<file path="config.mk">
export PLATFORM = sky130hd
export DESIGN_NAME = mmie_core
export DESIGN_NICKNAME = d
export VERILOG_FILES = /design/src/assert_macros.svh /design/src/mmie_pkg.sv /design/src/mmie_core.sv
export SDC_FILE = /design/constraint.sdc
export NUM_CORES = 1
export LEC_CHECK = 0
export BUFFER_PORTS_ARGS = -buffer_cell sky130_fd_sc_hd__buf_2
export CELL_PAD_IN_SITES_DETAIL_PLACEMENT = 0
export CELL_PAD_IN_SITES_GLOBAL_PLACEMENT = 1
export CORE_UTILIZATION = 25
export DETAILED_ROUTE_END_ITERATION = 16
export HOLD_SLACK_MARGIN = 0.05
export PLACE_DENSITY = 0.53
export SLEW_MARGIN = 20
export SYNTH_ARGS = -nofsm -noshare
export SYNTH_HDL_FRONTEND = slang
export SYNTH_SLANG_ARGS = --single-unit
</file>
<file path="constraint.sdc">
create_clock -name clk -period 4.4 [get_ports clk]
set_clock_uncertainty 0.2 [all_clocks]
set_input_delay 0.66 -clock clk [delete_from_list [all_inputs] [get_ports clk]]
set_output_delay 0.66 -clock clk [all_outputs]
set_load 0.01 [all_outputs]
</file>
<file path="src/assert_macros.svh">
// Assertion macros used by the top-level RTL file of the move machine executor.
`ifndef ASSERT_MACROS_SVH
`define ASSERT_MACROS_SVH

// Same-cycle implication, checked outside reset.
`define ASSERT_IMP(label, clk, rst_n, ante, cons) \
    label: assert property (@(posedge clk) disable iff (!rst_n) (ante) |-> (cons)) \
        else $error("assertion failed: ante |-> cons");

// Next-cycle implication, checked outside reset.
`define ASSERT_NXT(label, clk, rst_n, ante, cons) \
    label: assert property (@(posedge clk) disable iff (!rst_n) (ante) |=> (cons)) \
        else $error("assertion failed: ante |=> cons");

`endif

</file>
<file path="src/mmie_pkg.sv">
// Types and constants of the move machine instruction executor.
package mmie_pkg;

    localparam int unsigned IN_W  = 24;
    localparam int unsigned OUT_W = 72;

    // special opcodes
    localparam logic [7:0] OP_JMP = 8'h07;
    localparam logic [7:0] OP_SEG = 8'h0C;
    localparam logic [7:0] OP_JZ  = 8'h17;
    localparam logic [7:0] OP_NOP = 8'hFF;

    localparam logic [7:0] ALU_SUB_SEL = 8'h01;
    localparam logic [7:0] COP_ID      = 8'hAA;
    localparam logic [7:0] HOST_STATUS = 8'h01;
    localparam logic [7:0] WIN_MASK    = 8'hF8;

    // move sources
    localparam logic [3:0] SRC_IMM   = 4'h0;
    localparam logic [3:0] SRC_ALU   = 4'h1;
    localparam logic [3:0] SRC_MEM   = 4'h3;
    localparam logic [3:0] SRC_AUDIO = 4'h4;

    // move destinations
    localparam logic [3:0] DST_A     = 4'h1;
    localparam logic [3:0] DST_PL    = 4'h2;
    localparam logic [3:0] DST_PH    = 4'h3;
    localparam logic [3:0] DST_B     = 4'h6;
    localparam logic [3:0] DST_MEM   = 4'h8;
    localparam logic [3:0] DST_AUDIO = 4'hA;

    // window segments and indexes
    localparam logic [2:0] SEG_HOST     = 3'd3;
    localparam logic [2:0] SEG_COP      = 3'd4;
    localparam logic [2:0] HOST_IDX_OUT = 3'd0;
    localparam logic [2:0] HOST_IDX_IN  = 3'd1;
    localparam logic [2:0] COP_IDX_ID   = 3'd0;
    localparam logic [2:0] COP_IDX_DATA = 3'd2;
    localparam logic [2:0] COP_IDX_CMD  = 3'd3;
    localparam logic [2:0] COP_IDX_RES  = 3'd5;

    // visible state after one instruction, last field in the low bits
    typedef struct packed {
        logic [7:0]  host_out_value;
        logic [7:0]  audio_value;
        logic [2:0]  segment_value;
        logic [7:0]  pointer_high;
        logic [7:0]  pointer_low;
        logic [7:0]  b_value;
        logic [7:0]  a_value;
        logic [15:0] next_pc;
    } res_t;

    // what the executing instruction does to the address of the next one
    typedef struct packed {
        logic writes_addr;
    } hz_t;

endpackage

</file>
<file path="src/mmie_core.sv">
// Architectural registers and execute logic of the move machine.
module mmie_core #(
    parameter int unsigned MEM_DEPTH = 524288,
    parameter int unsigned AW        = 19
) (
    input  logic              clk,
    input  logic              rst_n,
    input  logic              exec_en,
    input  logic [15:0]       instruction,
    input  logic [7:0]        host_in,
    input  logic [7:0]        mem_data,
    output logic [AW-1:0]     mem_addr,
    output logic              mem_wr_en,
    output logic [7:0]        mem_wr_data,
    output mmie_pkg::hz_t     hz,
    output mmie_pkg::res_t    res
);

    localparam logic [21:0] D1 = 22'(MEM_DEPTH);
    localparam logic [21:0] D2 = 22'(2 * MEM_DEPTH);
    localparam logic [21:0] D4 = 22'(4 * MEM_DEPTH);

    logic [15:0] pc_reg, pc_next;
    logic [7:0]  a_reg, a_next;
    logic [7:0]  b_reg, b_next;
    logic [7:0]  ptr_low_reg, ptr_low_next;
    logic [7:0]  ptr_high_reg, ptr_high_next;
    logic [2:0]  seg_reg, seg_next;
    logic [7:0]  host_out_reg, host_out_next;
    logic [7:0]  audio_reg, audio_next;
    logic [7:0]  cop_data_reg, cop_data_next;
    logic [7:0]  cop_result_reg, cop_result_next;

    logic [7:0]  op, opnd, alu, v;
    logic [3:0]  src, dst;
    logic [15:0] ptr_word, pc_inc;
    logic [2:0]  idx;
    logic        in_window, host_win, cop_win, generic;
    logic [21:0] a0, a1, a2, a3;

    assign op       = instruction[15:8];
    assign opnd     = instruction[7:0];
    assign src      = op[7:4];
    assign dst      = op[3:0];
    assign alu      = (opnd == mmie_pkg::ALU_SUB_SEL) ? (a_reg - b_reg) : (a_reg + b_reg);
    assign ptr_word = {ptr_high_reg, ptr_low_reg};
    assign pc_inc   = pc_reg + 16'd1;
    assign idx      = ptr_low_reg[2:0];
    assign in_window = (ptr_high_reg == 8'd0) && ((ptr_low_reg & mmie_pkg::WIN_MASK) == 8'd0);
    assign host_win = in_window && (seg_reg == mmie_pkg::SEG_HOST);
    assign cop_win  = in_window && (seg_reg == mmie_pkg::SEG_COP);
    assign generic  = (op != mmie_pkg::OP_SEG) && (op != mmie_pkg::OP_NOP) &&
                      (op != mmie_pkg::OP_JMP) && (op != mmie_pkg::OP_JZ);

    // {seg, ptr} folded into the memory, value stays below 8 * MEM_DEPTH
    always_comb
    begin
        a0 = {3'd0, seg_reg, ptr_high_reg, ptr_low_reg};
        a1 = (a0 >= D4) ? (a0 - D4) : a0;
        a2 = (a1 >= D2) ? (a1 - D2) : a1;
        a3 = (a2 >= D1) ? (a2 - D1) : a2;
    end

    assign mem_addr = a3[AW-1:0];

    // move source
    always_comb
    begin
        v = 8'd0;
        unique case (src)
            mmie_pkg::SRC_IMM:   v = opnd;
            mmie_pkg::SRC_ALU:   v = alu;
            mmie_pkg::SRC_MEM:
            begin
                if (cop_win)
                begin
                    v = (idx == mmie_pkg::COP_IDX_ID)  ? mmie_pkg::COP_ID :
                        (idx == mmie_pkg::COP_IDX_RES) ? cop_result_reg : 8'd0;
                end
                else if (host_win)
                begin
                    v = (idx == mmie_pkg::HOST_IDX_OUT) ? host_out_reg :
                        (idx == mmie_pkg::HOST_IDX_IN)  ? host_in : mmie_pkg::HOST_STATUS;
                end
                else
                begin
                    v = mem_data;
                end
            end
            mmie_pkg::SRC_AUDIO: v = audio_reg;
            default:             v = 8'd0;
        endcase
    end

    always_comb
    begin
        pc_next         = pc_reg;
        a_next          = a_reg;
        b_next          = b_reg;
        ptr_low_next    = ptr_low_reg;
        ptr_high_next   = ptr_high_reg;
        seg_next        = seg_reg;
        host_out_next   = host_out_reg;
        audio_next      = audio_reg;
        cop_data_next   = cop_data_reg;
        cop_result_next = cop_result_reg;
        unique case (op)
            mmie_pkg::OP_SEG:
            begin
                seg_next = opnd[2:0];
                pc_next  = pc_inc;
            end
            mmie_pkg::OP_NOP: pc_next = pc_inc;
            mmie_pkg::OP_JMP: pc_next = ptr_word;
            mmie_pkg::OP_JZ:  pc_next = (alu == 8'd0) ? ptr_word : pc_inc;
            default:
            begin
                pc_next = pc_inc;
                unique case (dst)
                    mmie_pkg::DST_A:     a_next = v;
                    mmie_pkg::DST_PL:    ptr_low_next = v;
                    mmie_pkg::DST_PH:    ptr_high_next = v;
                    mmie_pkg::DST_B:     b_next = v;
                    mmie_pkg::DST_AUDIO: audio_next = v;
                    mmie_pkg::DST_MEM:
                    begin
                        if (cop_win)
                        begin
                            if (idx == mmie_pkg::COP_IDX_DATA)
                            begin
                                cop_data_next = v;
                            end
                            else if (idx == mmie_pkg::COP_IDX_CMD)
                            begin
                                cop_result_next = ~cop_data_reg;
                            end
                        end
                        else if (host_win && (idx == mmie_pkg::HOST_IDX_OUT))
                        begin
                            host_out_next = v;
                        end
                    end
                    default: ;
                endcase
            end
        endcase
    end

    assign mem_wr_en   = exec_en && generic && (dst == mmie_pkg::DST_MEM) && !cop_win && !host_win;
    assign mem_wr_data = v;

    assign hz.writes_addr = (op == mmie_pkg::OP_SEG) ||
                            (generic && ((dst == mmie_pkg::DST_PL) || (dst == mmie_pkg::DST_PH)));

    always_ff @(posedge clk or negedge rst_n)
    begin
        if (!rst_n)
        begin
            pc_reg         <= '0;
            a_reg          <= '0;
            b_reg          <= '0;
            ptr_low_reg    <= '0;
            ptr_high_reg   <= '0;
            seg_reg        <= '0;
            host_out_reg   <= '0;
            audio_reg      <= '0;
            cop_data_reg   <= '0;
            cop_result_reg <= '0;
        end
        else if (exec_en)
        begin
            pc_reg         <= pc_next;
            a_reg          <= a_next;
            b_reg          <= b_next;
            ptr_low_reg    <= ptr_low_next;
            ptr_high_reg   <= ptr_high_next;
            seg_reg        <= seg_next;
            host_out_reg   <= host_out_next;
            audio_reg      <= audio_next;
            cop_data_reg   <= cop_data_next;
            cop_result_reg <= cop_result_next;
        end
    end

    assign res.next_pc        = pc_next;
    assign res.a_value        = a_next;
    assign res.b_value        = b_next;
    assign res.pointer_low    = ptr_low_next;
    assign res.pointer_high   = ptr_high_next;
    assign res.segment_value  = seg_next;
    assign res.audio_value    = audio_next;
    assign res.host_out_value = host_out_next;

endmodule

</file>
==> flow_summary.toml <==
[outcome]
status = "finished with violations"
violations = "negative setup slack"

[critical_path]
cp.required_ns = 3.54
crit_slowest_cell = "or4_4"
cp-end-kind = "output port"
worstReg2RegEnd = "pc_reg[7]$_DFFE_PN0P_"
cp-start-kind = "primary input"
cp_slowest_stage_delay_ns = 0.58
reg2reg_depth = 16
r2r_slack_ns = 0.35
critical_path_class = "primary input to output port"
crit_start = "instruction[2]"
arrival_ns = 4.01
path_cells = "buf_8 -> nor4b_4 -> and2_4 -> nor2_4 -> xnor2_2 -> ha_4 -> buf_6 -> xor2_2 -> nand3_1 -> or4_1 -> or4_4 -> o21a_4 -> buf_12 -> nor2_4 -> a21oi_4 -> buf_6"
rr_startpoint = "b_reg[1]$_DFFE_PN0P_"
crit_path_max_fanout = 7

[floorplan]
core_mm2 = 0.0212
top_level_ports = 131
die_area_mm2 = 0.0224
initial_core_util_pct = 25.7
dieHeight_um = 150
placementRows = 53
fp.dieW_um = 150

[sta]
setup-violations-final = 37
drv_slew = 0
hold_viol = 0
period_needed_ns = 4.87
fin_setup_tns_ns = -11.14
grt_setup_unrepaired = "yes"
finalCritPeriodShare_pct = 111
setup_ws_ns = -0.470
max_slew_margin_pct = 45.3
fin_hold_ws_ns = 0.158
max_freq_mhz = 205
tightest_slew_ns = 0.820

[placement]
place_area_mm2 = 0.00698
pre_cts_ws_ns = -0.663
portBuffers = 130
place.gp.congestion = 0.829
dp_hpwl_mm = 15.7
dpl.cell_count = 1115

[pwr]
p_leak_nw = 3.67
power_per_cell_area_mw_per_mm2 = 488
total_power_mw = 3.92
irDropWorstVdd_uv = 203

[global_routing]
grt_usage_pct = 19.1
antenna_found_initial = 0
first_global_vias = 5521
grt_remaining_overflow = 0
grt_start_max_net_pins = 53
grt_pass1_wl_mm = 32.2

[route]
vias = 5681
wl_met2_mm = 9.79
wire_per_inst_um = 18.4
drtIter0Drc = 370
drt_wl_total_mm = 21.2
top_layer_used = "met4"
drt_pass1_iterations = 6
via_per_inst = 4.93
route.met3.wl_um = 956
ant_nets = 0
wl_met1_mm = 10.2
drcViolationCount = 0

[clock_tree]
clk_latency_ns = 0.35
cts_tree = "built"
clock_sinks = 83
clkTransAtPathRegs_ns = 0.07
htreeDepth = 3
cts_root_buffer = "clkbuf_16"
cts_buffers = 9
clk_path_buf_depth = 2

[logic_synthesis]
yosysSeqAreaShare_pct = 38.0
synth_compound_area_share_pct = 21.5
synth_xor_area_share_pct = 3.85
ys_warn_count = 0
muxShareOfSynthArea_pct = 8.02
synth_top_family_by_area = "compound AO/OA/AOI/OAI gates"
synth_fa_ha_area_share_pct = 2.43
synthDistinctLibCells = 54
avgSynthCellArea_um2 = 7.90
async_flop_share_pct = 100
synth.ff_latch_count = 83
synthSimpleGateAreaFrac_pct = 20.6
synth_edf_count = 0
synthCells = 691
syn-num-nets = 736
syn_area_mm2 = 0.00546
synth-main-ff-cell = "dfrtp_1"

[final_layout]
largest_reg_flops = 16
drive_gt1_share_pct = 38.1
final_nets = 917
fill_cells = 2221
final_cells = 1152
antennaDiodeCount = 0
fin_area_mm2 = 0.00803
final_util_pct = 37.9
areaGrowthSynthToFinish_pct = 47.2

[job]
cap_violations = 0

[hold_path]
hold_path_class = "primary input to asynchronous set/reset pin"
worst max-delay path by stage:
stage | end | slack (ns) | depth (start not counted)
floorplan | res[12] | -0.06 | 15
global placement | res[12] | -0.53 | 16
detailed placement | res[9] | -0.66 | 16
CTS | res[2] | -0.36 | 16
global route | res[9] | -0.57 | 16
finish | res[9] | -0.47 | 16
cells by family after synthesis:
kind of cell               count (synthesis)
buffers and inverters                     76
adders and majority gates                 10
DFF                                       83
muxes                                     42
AOI/OAI and AO/OA                        205
and+or+nand+nor                          251
xor gates and xnor gates                  24
routing by layer:
layer / global-route usage, % / vias to the layer above
met4: 4.85 / 0
met1: 26.8 / 2719
met2: 30.4 / 159
met3: 3.05 / 18
met5: 0 / -
li1: - / 2785
cell type report:
cell class	count	area, µm²	share of cell area (%)
clock buffer	10	229	2.85
inverter	26	103	1.28
sequential	83	2080	25.9
timing repair buffer	219	1560	19.4
tap	275	344	4.28
clock inverter	6	72.6	0.903
multi-input combinational	533	3650	45.4
power breakdown:
part,internal (mW),switching [mW],total [mW]
Combinational,0.996,0.956,1.95
Clock,0.449,0.347,0.796
Sequential,0.910,0.259,1.17
Total,2.35,1.56,3.92
critical path, delay by kind of cell:
kind	cells	cell delay [ns]
compound gates	2	0.36
xor+xnor	2	0.30
simple gates	7	1.86
fa+ha+maj	1	0.31
buf+inv	4	0.51
cell usage after synthesis, types with 2 or more instances:
library cell  instances  area share (%)
inv_1                26             1.8
ha_1                  9             2.1
a221oi_1              4            0.64
xor2_1               12             1.9
a21boi_0              9             1.2
nor3b_1               2            0.27
o21a_1                2            0.27
and2_1                2            0.23
a21oi_1             126              12
nand3b_1              2            0.27
a222oi_1              3            0.55
a2bb2oi_1             8             1.3
nor4b_1               3            0.48
buf_1                 7            0.48
nand4b_1              2            0.32
a31oi_1               3            0.34
nor3_1                8            0.73
nor4_1                5            0.57
a22oi_1               6            0.83
or4_1                 3            0.41
clkbuf_1             37             2.5
nand4_1               8            0.92
nor2_1              137             9.4
and3_1                3            0.34
xnor2_1              12             1.9
dfrtp_1              83              38
and2_0                4            0.46
nor2b_1               3            0.34
nor4_2                2            0.46
nand3_1              16             1.5
o21ai_0              33             3.0
nand2b_1              2            0.23
mux2i_1              31             5.7
nand2_1              44             3.0
mux2_2               10             2.1
buf_2                 5            0.46
o31ai_1               2            0.27
timing repair:
item / 4_1_cts / 5_1_grt
setup buffers: 11 / 7
gates cloned: 3 / 0
hold buffers: 0 / 0
pin swaps: 19 / 29
endpoints found under the setup margin: 43 / 62
resized for setup: 80 / 50
cell usage in the layout, fill, tap and decap left out, types with 7 or more instances in the layout:
cell / instances
nand3_1: 15
nor2_1: 121
nand4_1: 8
o21ai_0: 26
nor3_1: 7
mux2_2: 8
mux2i_1: 31
a21oi_2: 16
a21oi_4: 17
xnor2_1: 10
buf_4: 73
nor2_4: 12
buf_6: 34
ha_1: 8
dfrtp_1: 83
clkbuf_16: 9
nand2_1: 42
a21boi_0: 9
a21oi_1: 93
buf_2: 108
a2bb2oi_1: 8
xor2_1: 10
inv_1: 22
Power figures use the tool's default switching activity.
